`src/hdl/fsr_pkg.sv`:
```
// Package: widths, state types and shared constants of the fraction sum reducer.
package fsr_pkg;

   localparam int IN_WIDTH    = 16;
   localparam int ACC_WIDTH   = 32;
   localparam int PROD_WIDTH  = ACC_WIDTH + IN_WIDTH;
   localparam int WIDE_WIDTH  = PROD_WIDTH + 1;
   localparam int SHIFT_WIDTH = $clog2(WIDE_WIDTH);

   typedef logic [WIDE_WIDTH-1:0]  wide_type;
   typedef logic [SHIFT_WIDTH-1:0] shift_type;

   typedef enum logic [3:0] {
      ST_IDLE,
      ST_MUL_A,
      ST_MUL_B,
      ST_MUL_C,
      ST_REDUCE,
      ST_GCD,
      ST_DIV_NUM,
      ST_DIV_DEN,
      ST_SAT,
      ST_EMIT
   } fsr_state_type;

   typedef enum logic [1:0] {
      GCD_IDLE,
      GCD_TWOS,
      GCD_LOOP,
      GCD_DONE
   } gcd_state_type;

   typedef enum logic [1:0] {
      DIV_IDLE,
      DIV_RUN,
      DIV_DONE
   } div_state_type;

endpackage

```
`src/hdl/fraction_sum_reducer_unit.sv`:
```
// Top level: fraction accumulator with gcd reduction, sequenced over shared units.
//
// Usage
//  - Request channel (req_*): one fraction per request, numerator, denominator
//    (zero is taken as one) and a last-of-set flag. Accepted when req_valid is
//    high and req_stall low; req_stall is high while a request is in work
//    and during reset.
//  - Response channel (rsp_*): one response per set, on the request that has
//    req_last_item set: reduced sum and a sticky overflow flag for the set.
//  - Each request runs its multiplies (MUL_A, MUL_B, MUL_C) on one 32x16
//    multiplier, then a binary gcd (one subtract or shift per cycle) and two
//    restoring divisions on one divider. A zero sum skips gcd and divisions.
//  - The response sits in an output register; a new request is taken while
//    it waits. If another response is ready while rsp_stall holds the old
//    one, the sequencer waits in its emit step until the register frees.
//  - Reset (synchronous, active high) clears the sum to 0/1, the overflow
//    flag and all valid flags.
//  - Reduced values above 32 bits saturate to all ones and set overflow.
module fraction_sum_reducer_unit (
   input  logic                            clock,
   input  logic                            reset,
   input  logic                            req_valid,
   output logic                            req_stall,
   input  logic [fsr_pkg::IN_WIDTH-1:0]    req_frac_num,
   input  logic [fsr_pkg::IN_WIDTH-1:0]    req_frac_den,
   input  logic                            req_last_item,
   output logic                            rsp_valid,
   input  logic                            rsp_stall,
   output logic [fsr_pkg::ACC_WIDTH-1:0]   rsp_sum_num,
   output logic [fsr_pkg::ACC_WIDTH-1:0]   rsp_sum_den,
   output logic                            rsp_overflow
);

   localparam int IW = fsr_pkg::IN_WIDTH;
   localparam int AW = fsr_pkg::ACC_WIDTH;
   localparam int PW = fsr_pkg::PROD_WIDTH;
   localparam int WW = fsr_pkg::WIDE_WIDTH;

   fsr_pkg::fsr_state_type state_ff, state_in;

   // request holding registers
   logic [IW-1:0] n_ff, n_in, d_ff, d_in;
   logic          last_ff, last_in;

   // running sum
   logic [AW-1:0] acc_num_ff, acc_num_in, acc_den_ff, acc_den_in;
   logic          acc_ovf_ff, acc_ovf_in;

   // work registers
   logic [PW-1:0]     prod_ff, prod_in;
   fsr_pkg::wide_type num_ff, num_in, g_ff, g_in, qnum_ff, qnum_in, qden_ff, qden_in;

   // response register
   logic          rsp_valid_ff, rsp_valid_in;
   logic [AW-1:0] rsp_num_ff, rsp_num_in, rsp_den_ff, rsp_den_in;
   logic          rsp_ovf_ff, rsp_ovf_in;

   // shared multiplier
   logic [AW-1:0] mul_a;
   logic [IW-1:0] mul_b;
   logic [PW-1:0] mul_p;

   // shared units
   logic              gcd_start, gcd_done;
   fsr_pkg::wide_type gcd_g;
   logic              div_start, div_done;
   fsr_pkg::wide_type div_dividend, div_divisor, div_q;

   logic num_hi, den_hi, rsp_free;

   assign rsp_free = !rsp_valid_ff || !rsp_stall;
   assign num_hi   = |qnum_ff[WW-1:AW];
   assign den_hi   = |qden_ff[WW-1:AW];
   assign mul_p    = PW'(mul_a) * PW'(mul_b);

   fsr_gcd u_gcd (
      .clock   (clock),
      .reset   (reset),
      .start   (gcd_start),
      .a_val   (num_ff),
      .b_val   (WW'(prod_ff)),
      .done    (gcd_done),
      .gcd_val (gcd_g)
   );

   fsr_div u_div (
      .clock    (clock),
      .reset    (reset),
      .start    (div_start),
      .dividend (div_dividend),
      .divisor  (div_divisor),
      .done     (div_done),
      .quotient (div_q)
   );

   // next state
   always_comb begin
      state_in = state_ff;
      unique case (state_ff)
         fsr_pkg::ST_IDLE:    if (req_valid) state_in = fsr_pkg::ST_MUL_A;
         fsr_pkg::ST_MUL_A:   state_in = fsr_pkg::ST_MUL_B;
         fsr_pkg::ST_MUL_B:   state_in = fsr_pkg::ST_MUL_C;
         fsr_pkg::ST_MUL_C:   state_in = fsr_pkg::ST_REDUCE;
         fsr_pkg::ST_REDUCE: begin
            state_in = (num_ff == '0) ? fsr_pkg::ST_SAT : fsr_pkg::ST_GCD;
         end
         fsr_pkg::ST_GCD:     if (gcd_done) state_in = fsr_pkg::ST_DIV_NUM;
         fsr_pkg::ST_DIV_NUM: if (div_done) state_in = fsr_pkg::ST_DIV_DEN;
         fsr_pkg::ST_DIV_DEN: if (div_done) state_in = fsr_pkg::ST_SAT;
         fsr_pkg::ST_SAT: begin
            state_in = last_ff ? fsr_pkg::ST_EMIT : fsr_pkg::ST_IDLE;
         end
         fsr_pkg::ST_EMIT:    if (rsp_free) state_in = fsr_pkg::ST_IDLE;
         default:             state_in = fsr_pkg::ST_IDLE;
      endcase
   end

   // datapath and unit control
   always_comb begin
      n_in         = n_ff;
      d_in         = d_ff;
      last_in      = last_ff;
      acc_num_in   = acc_num_ff;
      acc_den_in   = acc_den_ff;
      acc_ovf_in   = acc_ovf_ff;
      prod_in      = prod_ff;
      num_in       = num_ff;
      g_in         = g_ff;
      qnum_in      = qnum_ff;
      qden_in      = qden_ff;
      rsp_valid_in = rsp_valid_ff && rsp_stall;
      rsp_num_in   = rsp_num_ff;
      rsp_den_in   = rsp_den_ff;
      rsp_ovf_in   = rsp_ovf_ff;
      mul_a        = acc_den_ff;
      mul_b        = d_ff;
      gcd_start    = 1'b0;
      div_start    = 1'b0;
      div_dividend = num_ff;
      div_divisor  = g_ff;
      unique case (state_ff)
         fsr_pkg::ST_IDLE: begin
            if (req_valid) begin
               n_in    = req_frac_num;
               d_in    = (req_frac_den == '0) ? IW'(1) : req_frac_den;
               last_in = req_last_item;
            end
         end
         fsr_pkg::ST_MUL_A: begin
            mul_a   = acc_num_ff;
            mul_b   = d_ff;
            prod_in = mul_p;
         end
         fsr_pkg::ST_MUL_B: begin
            mul_a   = acc_den_ff;
            mul_b   = n_ff;
            num_in  = WW'(prod_ff);
            prod_in = mul_p;
         end
         fsr_pkg::ST_MUL_C: begin
            // cross sum; den = acc_den * d lands in prod_ff
            mul_a   = acc_den_ff;
            mul_b   = d_ff;
            num_in  = num_ff + WW'(prod_ff);
            prod_in = mul_p;
         end
         fsr_pkg::ST_REDUCE: begin
            if (num_ff == '0) begin
               // zero sum: no reduction of the denominator
               qnum_in = '0;
               qden_in = WW'(prod_ff);
            end else begin
               gcd_start = 1'b1;
            end
         end
         fsr_pkg::ST_GCD: begin
            div_dividend = num_ff;
            div_divisor  = gcd_g;
            if (gcd_done) begin
               g_in      = gcd_g;
               div_start = 1'b1;
            end
         end
         fsr_pkg::ST_DIV_NUM: begin
            div_dividend = WW'(prod_ff);
            div_divisor  = g_ff;
            if (div_done) begin
               qnum_in   = div_q;
               div_start = 1'b1;
            end
         end
         fsr_pkg::ST_DIV_DEN: begin
            if (div_done) qden_in = div_q;
         end
         fsr_pkg::ST_SAT: begin
            acc_num_in = num_hi ? '1 : qnum_ff[AW-1:0];
            acc_den_in = den_hi ? '1 : qden_ff[AW-1:0];
            acc_ovf_in = acc_ovf_ff | num_hi | den_hi;
         end
         fsr_pkg::ST_EMIT: begin
            if (rsp_free) begin
               rsp_valid_in = 1'b1;
               rsp_num_in   = acc_num_ff;
               rsp_den_in   = acc_den_ff;
               rsp_ovf_in   = acc_ovf_ff;
               acc_num_in   = '0;
               acc_den_in   = AW'(1);
               acc_ovf_in   = 1'b0;
            end
         end
         default: begin
         end
      endcase
   end

   always_ff @(posedge clock) begin
      if (reset) begin
         state_ff     <= fsr_pkg::ST_IDLE;
         acc_num_ff   <= '0;
         acc_den_ff   <= AW'(1);
         acc_ovf_ff   <= 1'b0;
         rsp_valid_ff <= 1'b0;
      end else begin
         state_ff     <= state_in;
         acc_num_ff   <= acc_num_in;
         acc_den_ff   <= acc_den_in;
         acc_ovf_ff   <= acc_ovf_in;
         rsp_valid_ff <= rsp_valid_in;
      end
      n_ff       <= n_in;
      d_ff       <= d_in;
      last_ff    <= last_in;
      prod_ff    <= prod_in;
      num_ff     <= num_in;
      g_ff       <= g_in;
      qnum_ff    <= qnum_in;
      qden_ff    <= qden_in;
      rsp_num_ff <= rsp_num_in;
      rsp_den_ff <= rsp_den_in;
      rsp_ovf_ff <= rsp_ovf_in;
   end

   // no request is taken while reset is applied
   assign req_stall    = reset || (state_ff != fsr_pkg::ST_IDLE);
   assign rsp_valid    = rsp_valid_ff;
   assign rsp_sum_num  = rsp_num_ff;
   assign rsp_sum_den  = rsp_den_ff;
   assign rsp_overflow = rsp_ovf_ff;

endmodule

```
`src/hdl/fsr_gcd.sv`:
```
// Iterative binary gcd: one compare/subtract or one shift per cycle.
module fsr_gcd (
   input  logic              clock,
   input  logic              reset,
   input  logic              start,
   input  fsr_pkg::wide_type a_val,
   input  fsr_pkg::wide_type b_val,
   output logic              done,
   output fsr_pkg::wide_type gcd_val
);

   fsr_pkg::gcd_state_type state_ff, state_in;
   fsr_pkg::wide_type      a_ff, a_in, b_ff, b_in;
   fsr_pkg::shift_type     k_ff, k_in;

   // next state
   always_comb begin
      state_in = state_ff;
      unique case (state_ff)
         fsr_pkg::GCD_IDLE: begin
            if (start) state_in = fsr_pkg::GCD_TWOS;
         end
         fsr_pkg::GCD_TWOS: begin
            if (a_ff[0] || b_ff[0]) state_in = fsr_pkg::GCD_LOOP;
         end
         fsr_pkg::GCD_LOOP: begin
            if (a_ff == '0) state_in = fsr_pkg::GCD_DONE;
         end
         fsr_pkg::GCD_DONE: state_in = fsr_pkg::GCD_IDLE;
         default: state_in = fsr_pkg::GCD_IDLE;
      endcase
   end

   // datapath
   always_comb begin
      a_in = a_ff;
      b_in = b_ff;
      k_in = k_ff;
      unique case (state_ff)
         fsr_pkg::GCD_IDLE: begin
            if (start) begin
               a_in = a_val;
               b_in = b_val;
               k_in = '0;
            end
         end
         fsr_pkg::GCD_TWOS: begin
            if (!a_ff[0] && !b_ff[0]) begin
               a_in = a_ff >> 1;
               b_in = b_ff >> 1;
               k_in = k_ff + 1'b1;
            end
         end
         fsr_pkg::GCD_LOOP: begin
            if (a_ff != '0) begin
               if (!a_ff[0])          a_in = a_ff >> 1;
               else if (!b_ff[0])     b_in = b_ff >> 1;
               else if (a_ff >= b_ff) a_in = a_ff - b_ff;
               else                   b_in = b_ff - a_ff;
            end
         end
         default: begin
         end
      endcase
   end

   always_ff @(posedge clock) begin
      if (reset) begin
         state_ff <= fsr_pkg::GCD_IDLE;
      end else begin
         state_ff <= state_in;
      end
      a_ff <= a_in;
      b_ff <= b_in;
      k_ff <= k_in;
   end

   assign done    = (state_ff == fsr_pkg::GCD_DONE);
   assign gcd_val = b_ff << k_ff;

endmodule

```
`src/hdl/fsr_div.sv`:
```
// Restoring divider: one quotient bit per cycle.
module fsr_div (
   input  logic              clock,
   input  logic              reset,
   input  logic              start,
   input  fsr_pkg::wide_type dividend,
   input  fsr_pkg::wide_type divisor,
   output logic              done,
   output fsr_pkg::wide_type quotient
);

   localparam int W = fsr_pkg::WIDE_WIDTH;

   fsr_pkg::div_state_type state_ff, state_in;
   fsr_pkg::wide_type      q_ff, q_in, r_ff, r_in, dvs_ff, dvs_in;
   fsr_pkg::shift_type     count_ff, count_in;
   logic [W:0]             r_sh;
   logic [W:0]             r_diff;

   assign r_sh   = {r_ff, q_ff[W-1]};
   assign r_diff = r_sh - {1'b0, dvs_ff};

   // next state
   always_comb begin
      state_in = state_ff;
      unique case (state_ff)
         fsr_pkg::DIV_IDLE: begin
            if (start) state_in = fsr_pkg::DIV_RUN;
         end
         fsr_pkg::DIV_RUN: begin
            if (count_ff == fsr_pkg::shift_type'(W - 1)) state_in = fsr_pkg::DIV_DONE;
         end
         // a new division may start in the done cycle
         fsr_pkg::DIV_DONE: state_in = start ? fsr_pkg::DIV_RUN : fsr_pkg::DIV_IDLE;
         default: state_in = fsr_pkg::DIV_IDLE;
      endcase
   end

   // datapath
   always_comb begin
      q_in     = q_ff;
      r_in     = r_ff;
      dvs_in   = dvs_ff;
      count_in = count_ff;
      unique case (state_ff)
         fsr_pkg::DIV_IDLE: begin
            if (start) begin
               q_in     = dividend;
               r_in     = '0;
               dvs_in   = divisor;
               count_in = '0;
            end
         end
         fsr_pkg::DIV_RUN: begin
            count_in = count_ff + 1'b1;
            if (!r_diff[W]) begin
               r_in = r_diff[W-1:0];
               q_in = {q_ff[W-2:0], 1'b1};
            end else begin
               r_in = r_sh[W-1:0];
               q_in = {q_ff[W-2:0], 1'b0};
            end
         end
         fsr_pkg::DIV_DONE: begin
            if (start) begin
               q_in     = dividend;
               r_in     = '0;
               dvs_in   = divisor;
               count_in = '0;
            end
         end
         default: begin
         end
      endcase
   end

   always_ff @(posedge clock) begin
      if (reset) begin
         state_ff <= fsr_pkg::DIV_IDLE;
      end else begin
         state_ff <= state_in;
      end
      q_ff     <= q_in;
      r_ff     <= r_in;
      dvs_ff   <= dvs_in;
      count_ff <= count_in;
   end

   assign done     = (state_ff == fsr_pkg::DIV_DONE);
   assign quotient = q_ff;

endmodule

```
`config.mk`:
```
export PLATFORM = sky130hd
export DESIGN_NAME = fraction_sum_reducer_unit
export DESIGN_NICKNAME = d
export VERILOG_FILES = /design/src/hdl/fsr_pkg.sv /design/src/hdl/fraction_sum_reducer_unit.sv /design/src/hdl/fsr_gcd.sv /design/src/hdl/fsr_div.sv
export SDC_FILE = /design/constraint.sdc
export NUM_CORES = 2
export LEC_CHECK = 0
export ABC_AREA = 0
export ABC_CLOCK_PERIOD_IN_PS = 10550
export BUFFER_PORTS_ARGS = -buffer_cell sky130_fd_sc_hd__buf_2
export CELL_PAD_IN_SITES_DETAIL_PLACEMENT = 1
export CELL_PAD_IN_SITES_GLOBAL_PLACEMENT = 1
export CORE_MARGIN = 2
export CORE_UTILIZATION = 40
export DETAILED_ROUTE_END_ITERATION = 8
export PLACE_DENSITY_LB_ADDON = 0.1
export SYNTH_ARGS = -nofsm -noshare
export SYNTH_HDL_FRONTEND = slang
export SYNTH_SLANG_ARGS = --single-unit
export TNS_END_PERCENT = 100
```
`constraint.sdc`:
```
create_clock -name clock -period 10.55 [get_ports clock]
set_input_delay 0.5275 -clock clock [delete_from_list [all_inputs] [get_ports clock]]
set_output_delay 0.5275 -clock clock [all_outputs]
set_load 0.02 [all_outputs]
```
==> impl_results.md <==
- Top post-synthesis cells by area: edfxtp_1, fa_1, ha_1
- Clock latency on the worst-skew pair: 0.72 ns
- CTS Sinks: 673
- Synth Instances: 5932
- Power Density: 215 nW/um^2
- Max-cap violations: 0
- Total power: 13.4 mW
- Vias in the first global route: 47000
- Reg-to-Reg Start: state_ff[1]$_SDFFE_PP0P_
- RSZ-0062 raised after global routing: no
- ANT cells: 0
- Netlist Area Pre-Place: 57000 um^2
- Top-area cell type share of the netlist area: 31.6%
- Max Buffers Root-to-Sink: 3
- Vias/cell: 5.73
- Max FO, Critical Path: 20
- Via count: 45000
- R2R cell count: 25
- Hold Crit Class: in -> reg
- Mapped Avg Cell Area: 9.61 um^2
- Die area: 146000 um^2
- # fillers: 15900
- Synthesized flop and latch total: 673
- Slew Limit Fails: 0
- Startpoint types: register
- Dpl hpwl: 154000 um
- Routed WL: 199000 um
- CP arrival: 9.87 ns
- Final Hold Vio Count: 0
- DR iter-0 viols: 3479
- Sequential area share after synthesis: 34.2%
- Endpoints failing setup: 0
- Slew @ Worst Pin: 1.30 ns
- F_max: 106 MHz
- Routability cong.: 0.915
- Die Y: 381 um
- Leakage: 25.3 nW
- Crit share post-route: 89.4%
- # rows: 138
- Number of synthesized flops with an enable pin: 599
- Sum Neg Setup Slack: 0 ns
- Post-route DRC: 0
- Post-route ant nets: 0
- Worst Hold End: d_ff[11]$_SDFFCE_PN0P_
- Most common cell after layout, fill and taps aside: nand2_1
- Total GRT Usage: 27.3%
- Setup Crit Path Kind: reg -> reg
- Fin nets: 6671
- Nature of the critical path endpoint: register
- Critical Path RT: 10.98 ns
- Initial antenna violation count: 6
- Worst-case vdd ir drop: 130 uV
- Die width: 381 um
- CTS tree: built
- Synth Net Count: 6713
- Slew margin rel.: 12.2%
- Initial Util: 40.3%
- Async set or reset register ratio after synthesis: 0%
- Hold path start: req_frac_den[11]
- Reg2reg end: prod_ff[40]$_DFFE_PP_
- Ys flop type: edfxtp_1
- Most frequent cells in the layout: nand2_1, inv_1, edfxtp_1, nor2_1, fa_1
- Clock transition at path regs: 0.06 ns
- Post-CTS Setup Bufs: 0
- Cell accounting for the most synthesized area: edfxtp_1
- Clk_skew: 0.0379 ns
- Root Buffer: clkbuf_16
- Count of different cell masters after synthesis: 85
- Reg2Reg Setup Slack: 1.11 ns
- Status: finished clean
- First-pass iteration count of the detailed router: 6
- Io pins: 104
- WHS Path Cells: 1
- First-pass GRT wire length: 302000 um
- Synth Warn #: 0
- Routed len/inst: 25.4 um
- Num CTS Buffers: 82
- Gr ovfl total: 0
- Layout cells sized above 1: 9.10%
- Min cycle time layout: 9.44 ns
- Depth of the CTS H-tree: 3
- IO Port Bufs: 103
- Core area: 141000 um^2
- Largest net degree at the start of global routing: 100
- Area grow syn2layout: 9.26%
- # resized after CTS: 0
[worst max-delay path by stage]
stage                                   from               endpoint  cells after the start
floorplan           state_ff[3]$_SDFFE_PP0P_  prod_ff[40]$_DFFE_PP_                     29
global placement    state_ff[1]$_SDFFE_PP0P_  prod_ff[40]$_DFFE_PP_                     25
detailed placement  state_ff[1]$_SDFFE_PP0P_  prod_ff[40]$_DFFE_PP_                     25
CTS                 state_ff[1]$_SDFFE_PP0P_  prod_ff[40]$_DFFE_PP_                     25
global route        state_ff[1]$_SDFFE_PP0P_  prod_ff[40]$_DFFE_PP_                     26
finish              state_ff[1]$_SDFFE_PP0P_  prod_ff[40]$_DFFE_PP_                     25
[Yosys cell counts, types with 134 or more instances]
cell type and instances:
nor2_1 428, a21oi_1 389, fa_1 422, nor3_1 227, clkbuf_1 269, edfxtp_1 599, a21o_1 134, nand2_1 737
mux2i_1 134, o21ai_0 297, mux2_2 145, xnor2_1 135, inv_1 653, ha_1 322
[report_power, final]
part           total (mW)  switching, mW  internal, mW
logic                6.48           4.16          2.32
clock network        2.89           1.27          1.62
registers            4.02          0.619          3.40
[cells by family after synthesis]
kind of cell    share of synthesized area (%)
mux                                      6.52
simple gates                             13.9
compound gates                           13.5
buf+inv                                  6.62
flops                                    34.2
xor+xnor                                 3.46
fa+ha+maj                                21.9
[metal layers]
| layer | up-vias | track usage, % | routed length, um |
|---|---|---|---|
| li1 | 20500 | - | - |
| met1 | 23300 | 39.4 | 93500 |
| met2 | 1002 | 43.7 | 91900 |
| met3 | 213 | 3.00 | 8680 |
| met4 | 0 | 6.51 | 4910 |
| met5 | - | 0 | 0 |
[cell type report]
| type | count | area [um^2] | area share, % |
|---|---|---|---|
| multi-input combinational | 4274 | 34000 | 54.5 |
| sequential | 673 | 19500 | 31.3 |
| inverter | 657 | 2470 | 3.97 |
| tap | 1890 | 2360 | 3.80 |
| clock buffer | 108 | 2220 | 3.57 |
| timing repair buffer | 202 | 1350 | 2.16 |
| clock inverter | 43 | 454 | 0.729 |
[critical path, stage by stage (launching register included)]
cell,delay (ns)
dfxtp_1,0.68
and2_2,0.27
nor2b_4,0.65
mux2i_2,0.85
nor2_1,0.17
fa_1,0.57
inv_1,0.05
fa_1,0.46
fa_1,0.51
inv_1,0.05
fa_1,0.49
fa_1,0.52
inv_1,0.06
fa_1,0.48
inv_1,0.05
ha_1,0.35
a211oi_1,0.34
o21ai_0,0.17
a211oi_1,0.50
o21ai_0,0.41
a21oi_1,0.43
nor4_1,0.14
or3b_2,0.51
a21o_1,0.19
a21oi_1,0.16
xnor2_1,0.07
[what timing repair did]
item | 4_1_cts | 5_1_grt
hold buffers | 29 | 0
hold endpoints to repair | 29 | 0
endpoints found under the setup margin | 0 | 0
[stage by stage]
step	instances	area, um^2	utilization, %	hold slack, ns	setup WS, ns
global placement	7667	59300	41.9	0.479	1.37
CTS	7847	62300	44.0	0.000791	1.15
floorplan	5932	57000	-	0.408	1.37
global route	7847	62300	44.0	0.0129	0.671
detailed placement	7667	59300	41.9	0.481	1.18
finish	7847	62300	44.0	0.0532	1.11
Note: power is estimated with default switching activity, not from simulation.
